**src/hw/rtl/sc2a_pkg.sv**
```systemverilog
// Package for the scancode-set-1 to ASCII translator.
// Holds the event codes, the flag layout, scancode constants and the key ROMs.
// No dependencies.
package sc2a_pkg;

	// Result kinds
	typedef enum logic [1:0] {
		KIND_CHAR = 2'd0,
		KIND_EOF  = 2'd1,
		KIND_INT  = 2'd2
	} event_kind_t;

	// Modifier flag bits
	localparam int unsigned FLAG_SHIFT = 0;
	localparam int unsigned FLAG_CTRL  = 1;
	localparam int unsigned FLAG_ALT   = 2;
	localparam int unsigned FLAG_EXT   = 3;

	typedef logic [3:0] mod_flags_t;

	// Special scancodes
	localparam logic [7:0] SC_PREFIX = 8'hE0;
	localparam logic [7:0] SC_CAPS   = 8'h3A;
	localparam logic [6:0] KEY_LSHIFT = 7'h2A;
	localparam logic [6:0] KEY_RSHIFT = 7'h36;
	localparam logic [6:0] KEY_CTRL   = 7'h1D;
	localparam logic [6:0] KEY_ALT    = 7'h38;

	localparam logic [6:0] ASCII_LOWER_C = 7'h63;
	localparam logic [6:0] ASCII_LOWER_D = 7'h64;

	// Decoder results for one byte
	typedef struct packed {
		logic        emit;
		logic [6:0]  char_code;
		event_kind_t kind;
		mod_flags_t  flags_nxt;
		logic        caps_nxt;
	} dec_out_t;

	// Unshifted key ROM
	function automatic logic [6:0] plain_rom(input logic [6:0] key);
		logic [6:0] ch;
		ch = 7'h00;
		case (key)
			7'h01: ch = 7'h1B; 7'h02: ch = 7'h31; 7'h03: ch = 7'h32; 7'h04: ch = 7'h33;
			7'h05: ch = 7'h34; 7'h06: ch = 7'h35; 7'h07: ch = 7'h36; 7'h08: ch = 7'h37;
			7'h09: ch = 7'h38; 7'h0A: ch = 7'h39; 7'h0B: ch = 7'h30; 7'h0C: ch = 7'h2D;
			7'h0D: ch = 7'h3D; 7'h0E: ch = 7'h08; 7'h0F: ch = 7'h09;
			7'h10: ch = 7'h71; 7'h11: ch = 7'h77; 7'h12: ch = 7'h65; 7'h13: ch = 7'h72;
			7'h14: ch = 7'h74; 7'h15: ch = 7'h79; 7'h16: ch = 7'h75; 7'h17: ch = 7'h69;
			7'h18: ch = 7'h6F; 7'h19: ch = 7'h70; 7'h1A: ch = 7'h5B; 7'h1B: ch = 7'h5D;
			7'h1C: ch = 7'h0A; 7'h1E: ch = 7'h61; 7'h1F: ch = 7'h73;
			7'h20: ch = 7'h64; 7'h21: ch = 7'h66; 7'h22: ch = 7'h67; 7'h23: ch = 7'h68;
			7'h24: ch = 7'h6A; 7'h25: ch = 7'h6B; 7'h26: ch = 7'h6C; 7'h27: ch = 7'h3B;
			7'h28: ch = 7'h27; 7'h29: ch = 7'h60; 7'h2B: ch = 7'h5C; 7'h2C: ch = 7'h7A;
			7'h2D: ch = 7'h78; 7'h2E: ch = 7'h63; 7'h2F: ch = 7'h76;
			7'h30: ch = 7'h62; 7'h31: ch = 7'h6E; 7'h32: ch = 7'h6D; 7'h33: ch = 7'h2C;
			7'h34: ch = 7'h2E; 7'h35: ch = 7'h2F; 7'h37: ch = 7'h2A; 7'h39: ch = 7'h20;
			7'h4A: ch = 7'h2D; 7'h4E: ch = 7'h2B;
			default: ch = 7'h00;
		endcase
		return ch;
	endfunction

	// Shifted key ROM
	function automatic logic [6:0] shifted_rom(input logic [6:0] key);
		logic [6:0] ch;
		ch = 7'h00;
		case (key)
			7'h01: ch = 7'h1B; 7'h02: ch = 7'h21; 7'h03: ch = 7'h40; 7'h04: ch = 7'h23;
			7'h05: ch = 7'h24; 7'h06: ch = 7'h25; 7'h07: ch = 7'h5E; 7'h08: ch = 7'h26;
			7'h09: ch = 7'h2A; 7'h0A: ch = 7'h28; 7'h0B: ch = 7'h29; 7'h0C: ch = 7'h5F;
			7'h0D: ch = 7'h2B; 7'h0E: ch = 7'h08; 7'h0F: ch = 7'h09;
			7'h10: ch = 7'h51; 7'h11: ch = 7'h57; 7'h12: ch = 7'h45; 7'h13: ch = 7'h52;
			7'h14: ch = 7'h54; 7'h15: ch = 7'h59; 7'h16: ch = 7'h55; 7'h17: ch = 7'h49;
			7'h18: ch = 7'h4F; 7'h19: ch = 7'h50; 7'h1A: ch = 7'h7B; 7'h1B: ch = 7'h7D;
			7'h1C: ch = 7'h0A; 7'h1E: ch = 7'h41; 7'h1F: ch = 7'h53;
			7'h20: ch = 7'h44; 7'h21: ch = 7'h46; 7'h22: ch = 7'h47; 7'h23: ch = 7'h48;
			7'h24: ch = 7'h4A; 7'h25: ch = 7'h4B; 7'h26: ch = 7'h4C; 7'h27: ch = 7'h3A;
			7'h28: ch = 7'h22; 7'h29: ch = 7'h7E; 7'h2B: ch = 7'h7C; 7'h2C: ch = 7'h5A;
			7'h2D: ch = 7'h58; 7'h2E: ch = 7'h43; 7'h2F: ch = 7'h56;
			7'h30: ch = 7'h42; 7'h31: ch = 7'h4E; 7'h32: ch = 7'h4D; 7'h33: ch = 7'h3C;
			7'h34: ch = 7'h3E; 7'h35: ch = 7'h3F; 7'h37: ch = 7'h2A; 7'h39: ch = 7'h20;
			7'h4A: ch = 7'h2D; 7'h4E: ch = 7'h2B;
			default: ch = 7'h00;
		endcase
		return ch;
	endfunction

endpackage

```
**src/hw/rtl/scancode_to_ascii_translator.sv**
```systemverilog
// Top level of the scancode-set-1 to ASCII translator.
// Depends on sc2a_pkg and sc2a_decode.
//
// Usage:
//   Input channel in_valid/in_ready carries one raw keyboard byte (scancode)
//   per item. Output channel out_valid/out_ready carries one result item
//   (char_code, event_kind) for each byte that produces a character or a
//   ctrl-c / ctrl-d event; prefix bytes, modifier codes, caps lock, releases
//   and keys without a character produce nothing.
//   Path: the byte sits in the input register, then the decode loads the
//   result register from it when the result register is free or drains.
//   Throughput: one byte per cycle while the result register is free or drains;
//   the decode is one ROM lookup and a few compares between the input register
//   and the result register, and the modifier and caps state update in that same cycle.
//   Reset clears the modifier flags, caps lock and both valid bits.
//   When the receiver stalls with a result pending, the input register holds
//   its byte and in_ready drops once it is full; bytes that produce no
//   result still drain as long as the result register is free.
module scancode_to_ascii_translator (
	input  logic       clk,
	input  logic       arst_n,
	input  logic       in_valid,
	output logic       in_ready,
	input  logic [7:0] scancode,
	output logic       out_valid,
	input  logic       out_ready,
	output logic [6:0] char_code,
	output logic [1:0] event_kind
);
	import sc2a_pkg::*;

	logic        valid_s1;
	logic [7:0]  scancode_s1;
	mod_flags_t  flags_q;
	logic        caps_q;
	logic        out_valid_q;
	logic [6:0]  char_code_q;
	event_kind_t kind_q;
	logic        advance;
	dec_out_t    dec;

	// Stage 1 moves forward whenever the result register is free or drains
	assign advance  = !out_valid_q || out_ready;
	assign in_ready = !valid_s1 || advance;

	sc2a_decode u_decode (
		.scancode (scancode_s1),
		.flags    (flags_q),
		.caps     (caps_q),
		.dec      (dec)
	);

	// Input register
	always_ff @(posedge clk or negedge arst_n) begin
		if (!arst_n) begin
			valid_s1 <= 1'b0;
		end else if (in_ready) begin
			valid_s1 <= in_valid;
		end
	end

	always_ff @(posedge clk) begin
		if (in_ready && in_valid) begin
			scancode_s1 <= scancode;
		end
	end

	// Keyboard state, updated as each byte leaves stage 1
	always_ff @(posedge clk or negedge arst_n) begin
		if (!arst_n) begin
			flags_q <= '0;
			caps_q  <= 1'b0;
		end else if (valid_s1 && advance) begin
			flags_q <= dec.flags_nxt;
			caps_q  <= dec.caps_nxt;
		end
	end

	// Result register
	always_ff @(posedge clk or negedge arst_n) begin
		if (!arst_n) begin
			out_valid_q <= 1'b0;
		end else if (advance) begin
			out_valid_q <= valid_s1 && dec.emit;
		end
	end

	always_ff @(posedge clk) begin
		if (advance && valid_s1 && dec.emit) begin
			char_code_q <= dec.char_code;
			kind_q      <= dec.kind;
		end
	end

	assign out_valid  = out_valid_q;
	assign char_code  = char_code_q;
	assign event_kind = kind_q;

endmodule

```
**src/hw/rtl/sc2a_decode.sv**
```systemverilog
// Single-byte decoder: flag update, ROM lookup, ctrl events and caps-lock case swap.
// Depends on sc2a_pkg.
module sc2a_decode (
	input  logic [7:0]           scancode,
	input  sc2a_pkg::mod_flags_t flags,
	input  logic                 caps,
	output sc2a_pkg::dec_out_t   dec
);
	import sc2a_pkg::*;

	logic       release_b;
	logic [6:0] key;
	mod_flags_t mod_bit;
	logic [6:0] ch_raw;
	logic       is_letter;

	assign release_b = scancode[7];
	assign key       = scancode[6:0];

	// Which modifier this key drives; shift keys only count without the prefix
	always_comb begin
		mod_bit = '0;
		if (key == KEY_CTRL) begin
			mod_bit[FLAG_CTRL] = 1'b1;
		end else if (key == KEY_ALT) begin
			mod_bit[FLAG_ALT] = 1'b1;
		end else if (!flags[FLAG_EXT] && (key == KEY_LSHIFT || key == KEY_RSHIFT)) begin
			mod_bit[FLAG_SHIFT] = 1'b1;
		end
	end

	assign ch_raw    = flags[FLAG_SHIFT] ? shifted_rom(key) : plain_rom(key);
	assign is_letter = (ch_raw >= 7'h61 && ch_raw <= 7'h7A) ||
	                   (ch_raw >= 7'h41 && ch_raw <= 7'h5A);

	// Main decode, order of checks follows the key priority
	always_comb begin
		dec.emit      = 1'b0;
		dec.char_code = ch_raw;
		dec.kind      = KIND_CHAR;
		dec.flags_nxt = flags;
		dec.caps_nxt  = caps;
		priority if (scancode == SC_PREFIX) begin
			dec.flags_nxt[FLAG_EXT] = 1'b1;
		end else if (scancode == SC_CAPS) begin
			dec.caps_nxt = !caps;
		end else if (mod_bit != '0) begin
			dec.flags_nxt = release_b ? (flags & ~mod_bit) : (flags | mod_bit);
		end else if (release_b) begin
			dec.flags_nxt[FLAG_EXT] = 1'b0;
		end else begin
			if (flags[FLAG_CTRL] && ch_raw == ASCII_LOWER_D) begin
				dec.kind      = KIND_EOF;
				dec.char_code = '0;
			end else if (flags[FLAG_CTRL] && ch_raw == ASCII_LOWER_C) begin
				dec.kind      = KIND_INT;
				dec.char_code = '0;
			end else if (caps && is_letter) begin
				dec.char_code[5] = !ch_raw[5];
			end
			dec.emit = (dec.kind != KIND_CHAR) || (ch_raw != '0);
		end
	end

endmodule

```
**config.mk**
```make
export PLATFORM = sky130hd
export DESIGN_NAME = scancode_to_ascii_translator
export DESIGN_NICKNAME = d
export VERILOG_FILES = /design/src/hw/rtl/sc2a_pkg.sv /design/src/hw/rtl/scancode_to_ascii_translator.sv /design/src/hw/rtl/sc2a_decode.sv
export SDC_FILE = /design/constraint.sdc
export NUM_CORES = 1
export LEC_CHECK = 0
export ABC_AREA = 1
export BUFFER_PORTS_ARGS = -buffer_cell sky130_fd_sc_hd__buf_2
export CORE_ASPECT_RATIO = 1.25
export CORE_MARGIN = 1.5
export CORE_UTILIZATION = 25
export DETAILED_ROUTE_END_ITERATION = 10
export PLACE_DENSITY = 0.38
export SLEW_MARGIN = 0
export SYNTH_ARGS = -nofsm -noshare
export SYNTH_HDL_FRONTEND = slang
export SYNTH_SLANG_ARGS = --single-unit
```
**constraint.sdc**
```tcl
create_clock -name clk -period 2.7 [get_ports clk]
set_clock_uncertainty 0.15 [all_clocks]
set_input_delay 0.27 -clock clk [delete_from_list [all_inputs] [get_ports clk]]
set_output_delay 0.27 -clock clk [all_outputs]
set_load 0.02 [all_outputs]
```
# Word-level counts from Yosys, hierarchy flattened
# Memories as Yosys holds them, arrays and structs flattened. A register that Yosys moved wholly into a read port is not among the register bits.
# Index checks and enable logic that the tools add are counted.
# totals
register_bits,24
mem_count,2
word_cells,83
out_inout_bits,11
romBits,1792
in_bits,12
# op_classes
n_bitwise,5
eq_ne,9
n_lt_le_gt_ge,4
reduce_logical,28
n_mux,27
# mem_list
memory,words,word_bits,rd,rd_clocked_by_memory_dff,wr,line,text
(name not given),128,7,1,1,0,sc2a_pkg.sv:45,case (key)
(name not given),128,7,1,1,0,sc2a_pkg.sv:70,case (key)
# op_table
cell,n
$mux W9,5
$mux W10,3
$mux W7,4
$eq A7 B6 Y1 const B,3
$eq A7 B7 Y1 const B,2
$ge A7 B7 Y1 const B,2
$le A7 B7 Y1 const B,2
$mux W14,1
$mux W1,12
$logic_and A1 B1 Y1,10
$eq A8 B6 Y1 const B,1
$eq A8 B8 Y1 const B,1
$eq A7 B5 Y1 const B,1
$reduce_bool A7 Y1,1
$reduce_and A3 Y1,2
$logic_not A1 Y1,5
$logic_or A1 B1 Y1,5
$and A4 B4 Y4,1
$mux W4,1
$not A3 Y4,1
$or A4 B3 Y4,1
$reduce_and A4 Y1,1
$reduce_bool A4 Y1,1
$reduce_or A4 Y1,1
other kinds (5),6

# Depth between registers and ports, before layout
# Gate-level depths: netlist of run 1.
# depth
depth_word,19
ltp_mapped,16
ltp_nobuf,15

# Cells and area by module
# A second synthesis of run 1 with hierarchy kept.
# unflattened
cells_unflattened,379
area_unflattened_um2,2421.1
# by_module_without_submodules
module,seq_area_each_um2,area_each_um2,instances,cells_per_inst
sc2a_decode,0.0,1620.3,1,329
scancode_to_ascii_translator,685.7,800.8,1,50

# Worst setup path before layout of run 1
# OpenSTA, ideal clock, no wires.
# synth_path
path_type,register to register
start,register out_valid_q (netlist: out_valid)
end,register (tool-made name)
slack_ns,0.510
path_buffers,1
synth_period_minus_slack_ns,2.190
setup_time_ns,0.114
arrival_ns,1.925
path_stages_with_launch,14
path_cell_list,dfrtp_1 > nand3_2 > buf_6 > nand3_1 > nand2_1 > ha_1 > inv_1 > nand2_2 > nand3_1 > o21ai_0 > nand2_1 > nand2_1 > nand2_1 > nand2_1
# synth_rtl
element,line,text
start: declaration,scancode_to_ascii_translator.sv:36,logic out_valid_q;
start signal: assignment,scancode_to_ascii_translator.sv:84,out_valid_q <= valid_s1 && dec.emit;

==> summary.txt, run 1 <==
Yosys
  – Cell count after synthesis: 410
  – Syn_nets: 434
  – Post-synthesis cell type count: 36
  – Post-synth EDFFs: 17
  – Async set-reset flop share out of synthesis: 16.2%
  – Syn avg cell area: 6.99 um2
  – #FFs+latches synth: 37
  – Mapped Area: 2870 um2
  – Synth warn: 0
  – Post-synthesis sequential area ratio: 32.8%
  – Main synth FF type: edfxtp_1

STA
  – Final Hold Vio Count: 0
  – Max_slew headroom: 54.5%
  – Final setup viols: 0
  – Clock period minus worst slack: 2.45 ns
  – Max Slew Vio Count: 0
  – Setup WS post-layout: 0.246 ns
  – Max Clk Rate: 0.407 GHz
  – Slew @ Worst Pin: 0.680 ns
  – Setup TNS: 0 ns
  – Unrepaired setup endpoints after global routing: false
  – Fin crit share: 90.9%

Worst setup path
  – Slowest-stage cell, CP: dfrtp_1
  – Crit path top cell by count: nand2_1
  – R2R Path Start: out_valid
  – FF-to-FF setup slack: 0.25 ns
  – Setup crit end kind: register
  – Cell family with most CP delay: simple AND/OR/NAND/NOR gates
  – Critical path launch point type: register
  – Crit path kind: reg -> reg
  – Crit path depth: 13
  – R2R depth: 13
  – Crit path buf inv count: 0
  – Worst Path Arrival: 2.52 ns
  – Worst Setup SP: out_valid
  – Max incr delay on CP: 0.39 ns
  – Crit path max fanout: 8
  – Worst Path Required: 2.76 ns
  – Worst path cell trace: nand3_2 -> nand2_4 -> nand2_1 -> nand2_2 -> ha_1 -> nand3_1 -> a21oi_1 -> nand2_1 -> nand2_1 -> nand2_1 -> nand2_1 -> nand2_1 -> nand2_1

GRT
  – Total GRT Usage: 14.3%
  – First-pass GRT wire length: 13.7 mm
  – Vias in the first global route: 2825
  – Initial antenna violation count: 0
  – Total gr overflow: 0
  – Largest net degree at the start of global routing: 26

Placed design
  – Gpl congestion: 0.844
  – Detailed placement HPWL: 6.48 mm
  – I/O Buffers: 22
  – Placed inst area: 3070 um2
  – Pre-CTS WS: 0.249 ns

Die
  – Placeable core area: 11100 um2
  – Die Width: 98.8 um
  – IO Count: 23
  – Die area: 12100 um2
  – Die height: 123 um
  – Starting Density: 25.7%
  – # rows: 43

Routing
  – Pre-antenna DRT Iters: 7
  – DR vias: 2761
  – DR DRC count: 0
  – Total wire length: 8.21 mm
  – 1st-iter DRT viols: 121
  – WL/cell: 14.4 um
  – Remaining antenna violation count: 0
  – DR vias/cell: 4.85

Layout
  – Layout Nets: 457
  – P&R area growth vs syn: 12.8%
  – Antenna diode count: 0
  – Layout cells sized above 1: 16.1%
  – Finished Core Util: 29.0%
  – Finished Cell Area: 3230 um2

Clocking
  – Sink Count: 37
  – Clk buf depth: 2
  – Clock latency on the worst-skew pair: 0.28 ns
  – Cts bufs inserted: 5
  – Post-CTS setup buffer count: 0
  – Clock-pin transition on the worst setup and hold timing paths: 0.06 ns
  – Clock tree root buffer cell: clkbuf_16
  – TritonCTS clock tree: yes
  – Number of H-tree levels: 2

Power and ir drop
  – Peak VDD IR: 0.000195 V
  – PD cells: 642 nW/um2
  – Switching part of the total: 37.7%
  – Internal Dissipation: 1.29 mW
  – Switching power: 0.783 mW
  – Lkg Pwr: 1.58 nW
  – Sequential Power Share: 35.7%
  – Gate power share: 36.7%
  – Clock Power Share: 27.6%

Worst hold path
  – Hold Crit Class: in -> reg

Run status
  – Outcome: finished, final reports clean

Run
  – Max cap viols: 0
[cells by family (layout without fill, tap and decap cells)]
family,Yosys count,count (layout),share of synthesized area (%)
AND/OR/NAND/NOR,259,259,42.4
buffers and inverters,54,78,9.35
AO/OA/AOI/OAI,45,45,9.17
flip-flops,37,37,32.8
adder cells (fa/ha/maj),12,12,5.24
multiplexers,2,2,0.699
XOR/XNOR,1,1,0.306
[power groups by stage]
| stage | sequential [mW] | clock [mW] | combinational (mW) |
|---|---|---|---|
| 2_1_floorplan | 0.761 | 0 | 0.563 |
| 3_3_place_gp | 0.752 | 0 | 0.771 |
| 3_5_place_dp | 0.754 | 0 | 0.758 |
| 4_1_cts | 0.743 | 0.591 | 0.761 |
| 5_1_grt | 0.753 | 0.612 | 0.864 |
| 6_report | 0.740 | 0.573 | 0.762 |
[worst min path at each step]
stage                      from                          to  slack [ns]  cells past startpoint
CTS                 scancode[7]              scancode_s1[7]        0.02                      1
finish              scancode[7]              scancode_s1[7]        0.02                      1
global route        scancode[7]              scancode_s1[7]        0.01                      1
global placement         arst_n                    valid_s1       -0.04                      1
detailed placement       arst_n                    valid_s1       -0.04                      1
floorplan                arst_n  asynchronous set/reset pin       -0.18                      0
[routing by layer]
layer  GRT usage, %  routed length (um)  up-vias
met3           2.11                 353       16
met1           17.1                3660     1265
met5              0                   0        -
met4           6.70                 237        0
li1               -                   -     1398
met2           25.2                3960       82
[Yosys cell counts, types with 10 or more instances]
cell type | number | area share, %
nor2_1 | 36 | 4.7
nand4_1 | 14 | 3.1
ha_1 | 12 | 5.2
inv_1 | 35 | 4.6
o21ai_0 | 16 | 2.8
nand2_2 | 10 | 2.2
nand3_1 | 51 | 8.9
a21oi_1 | 14 | 2.4
dfxtp_1 | 14 | 9.8
nand2_1 | 124 | 16
edfxtp_1 | 17 | 18
[area by class of cell]
cell class / count / area (um2)
inverter: 42 / 160
timing repair buffer: 28 / 158
tap: 135 / 169
sequential: 37 / 941
multi-input combinational: 319 / 1660
clock buffer: 8 / 146
fill: 1244 / 7910
[per-stage QoR]
step | instances | total power, mW | hold WS (ns)
after floorplan | 410 | 1.32 | -0.176
after global placement | 560 | 1.52 | -0.0400
after detailed placement | 560 | 1.51 | -0.0358
after CTS | 569 | 2.09 | 0.0160
after global routing | 569 | 2.23 | 0.0130
final | 569 | 2.08 | 0.0200
[cells in the final DEF, fill, tap and decap left out, types with 2 or more instances in the layout]
cell type	instances
edfxtp_1	17
o21ai_2	4
nand4_1	14
buf_4	5
or2_1	2
inv_2	6
o211ai_1	2
nand3_2	2
mux2i_1	2
clkbuf_1	2
ha_1	12
dfxtp_1	14
clkbuf_16	5
nand3_4	2
nand2_1	124
nand3_1	51
nor2_1	36
a21oi_1	14
nand3b_1	4
buf_2	22
inv_1	35
o21ai_1	6
o21ai_0	16
nand2_4	4
dfrtp_1	6
nand2_2	10
nor2_2	5
[worst reg2reg max path, stage by stage (launching register included)]
cell,delay [ns]
dfrtp_1,0.39
nand3_2,0.25
nand2_4,0.19
nand2_1,0.08
nand2_2,0.19
ha_1,0.24
nand3_1,0.24
a21oi_1,0.26
nand2_1,0.08
nand2_1,0.07
nand2_1,0.04
nand2_1,0.10
nand2_1,0.05
nand2_1,0.05
[timing repair]
| action | 4_1_cts | 5_1_grt |
|---|---|---|
| hold buffers | 1 | 0 |
| gates resized for setup | 0 | 0 |
| hold endpoints to repair | 6 | 0 |
Note: power is estimated with default switching activity, not from simulation.
==> run 2, diff against run 1 <==
Settings changed: BUFFER_PORTS_ARGS -buffer_cell sky130_fd_sc_hd__buf_2 to unset, DONT_BUFFER_PORTS set to 1, PLACE_DENSITY 0.38 to 0.36.
==> run 2 against run 1 <==
  * The run now ends with DRC left
  * Die area is the same
  * Global-route usage increased by 0.34 points
  * First-iteration DRC count increased by 28%
  * Via count is 1.8% lower
  * Sequential power grew 3.6%
  * Non-clock buffer count down 9
==> summary.txt, run 2 (same netlist as run 1, synthesis figures left out) <==
Run status
  – Outcome: finished, violations left
  – Failing checks: DRC

Power and ir drop
  – Switching power: 0.783 mW
  – Switching part of the total: 37.3%
  – Sequential Power Share: 36.5%
  – Internal Dissipation: 1.32 mW
  – PD cells: 646 nW/um2
  – Clock Power Share: 28.4%
  – Gate power share: 35.1%
  – Peak VDD IR: 0.000251 V
  – Lkg Pwr: 1.56 nW

Layout
  – P&R area growth vs syn: 13.4%
  – Layout Nets: 448
  – Commonest non-fill, non-tap cells in the layout: nand2_1 (124), nand3_1 (51), nor2_1 (36), inv_1 (35), edfxtp_1 (17)
  – Fill cells: 1241
  – Finished Cell Area: 3250 um2
  – Most common cell after layout, fill and taps aside: nand2_1
  – Antenna diode count: 0
  – Layout cells sized above 1: 12.9%

Placed design
  – Gpl congestion: 0.852
  – Detailed placement HPWL: 6.58 mm
  – Placed inst area: 3000 um2
  – I/O Buffers: 0

Clocking
  – Number of H-tree levels: 2
  – Cts bufs inserted: 5
  – TritonCTS clock tree: yes
  – Clock-pin transition on the worst setup and hold timing paths: 0.05 ns
  – Clk buf depth: 2
  – Clock tree root buffer cell: clkbuf_16
  – Sink Count: 37
  – Clock latency on the worst-skew pair: 0.28 ns
  – Resize count post-CTS: 0

Run
  – Max cap viols: 0

STA
  – Setup TNS: 0 ns
  – Slew @ Worst Pin: 0.635 ns
  – Max Slew Vio Count: 0
  – Clock period minus worst slack: 2.41 ns
  – Hold Slack: 0.121 ns
  – Unrepaired setup endpoints after global routing: false
  – Final setup viols: 0
  – Max Clk Rate: 0.415 GHz
  – Fin crit share: 89.2%
  – Final Hold Vio Count: 0
  – Max_slew headroom: 57.5%

Die
  – Placeable core area: 11100 um2
  – Starting Density: 25.7%
  – IO Count: 23
  – Die height: 123 um
  – Die area: 12100 um2
  – Die Width: 98.8 um
  – # rows: 43

Worst setup path
  – Setup crit end kind: register
  – Crit path max fanout: 14
  – Crit path kind: reg -> reg
  – Worst Path Required: 2.77 ns
  – Critical path launch point type: register
  – Worst Setup SP: out_valid
  – Worst Path Arrival: 2.48 ns
  – R2R Path Start: out_valid

Routing
  – DR DRC count: 2
  – DR vias: 2710
  – Remaining antenna violation count: 0
  – 1st-iter DRT viols: 155
  – Total wire length: 8.31 mm
  – Pre-antenna DRT Iters: 9
  – WL/cell: 14.8 um
  – DR vias/cell: 4.84

GRT
  – First-pass GRT wire length: 14.0 mm
  – Total gr overflow: 0
  – Total GRT Usage: 14.7%
  – Initial antenna violation count: 0
  – Largest net degree at the start of global routing: 26
  – Vias in the first global route: 2813

Worst hold path
  – Hold Crit Class: in -> reg
  – Hold_sp: out_ready
run 2: cell count changes in the layout (fill, tap and decap cells not counted):
| cell | before | now |
|---|---|---|
| buf_2 | 22 | 0 |
| buf_4 | 5 | 10 |
| clkbuf_1 | 2 | 0 |
| clkbuf_8 | 1 | 2 |
| clkinv_2 | 0 | 1 |
| dlygate4sd3_1 | 1 | 9 |
run 2: cell type report:
| cell class | instances | area (um2) | share of cell area, % |
|---|---|---|---|
| Multi-Input combinational cell | 319 | 1660 | 51.0 |
| Clock inverter | 1 | 5.00 | 0.154 |
| Clock buffer | 7 | 153 | 4.70 |
| Timing Repair Buffer | 19 | 165 | 5.08 |
| Inverter | 42 | 160 | 4.93 |
| Tap cell | 135 | 169 | 5.20 |
| Sequential cell | 37 | 941 | 29.0 |
run 2: power by group through the flow:
stage	Sequential [mW]	Clock [mW]	Combinational, mW
after detailed placement	0.781	0	0.719
final	0.767	0.596	0.737
after CTS	0.770	0.617	0.734
after global placement	0.780	0	0.738
after global routing	0.781	0.631	0.833
after floorplan	0.761	0	0.563
run 2: metal layers:
layer | vias up | track usage [%] | part of all wire [%]
li1 | 1376 | - | -
met1 | 1241 | 17.3 | 46
met2 | 79 | 25.8 | 49
met3 | 14 | 2.28 | 2.8
met4 | 0 | 7.23 | 2.8
met5 | - | 0 | 0
run 2: final timing paths:
path | end | slack, ns | depth (start not counted)
worst max-delay path | register | 0.29 | 11
max in group asynchronous | asynchronous set/reset pin | 2.01 | 1
worst max register to register | register | 0.29 | 11
min in group asynchronous | out_valid | 0.16 | 1
worst min-delay path | out_valid | 0.12 | 3
worst min register to register | caps_q | 0.33 | 1
run 2: critical path, cell delays in order, from the launching register on:
cell and delay (ns):
dfrtp_1 0.37, nand3_2 0.26, nand2_4 0.16, buf_4 0.22, nand2_1 0.09, nand2_2 0.24
inv_2 0.20, nor2_2 0.26, nand2_1 0.14, a21oi_1 0.14, nor2_1 0.06, nand2_1 0.06
run 2: repair_timing:
item                      in CTS  in global routing
hold endpoints to repair      14                  0
setup buffers                  0                  0
hold buffers                   9                  0
run 2: per-stage QoR:
step | power (mW) | cells | utilization, % | setup slack, ns
floorplan | 1.32 | 410 | - | 0.510
finish | 2.10 | 560 | 29.2 | 0.291
global placement | 1.52 | 543 | 27.0 | 0.292
global route | 2.24 | 560 | 29.2 | 0.0463
detailed placement | 1.50 | 543 | 27.0 | 0.319
CTS | 2.12 | 560 | 29.2 | 0.293
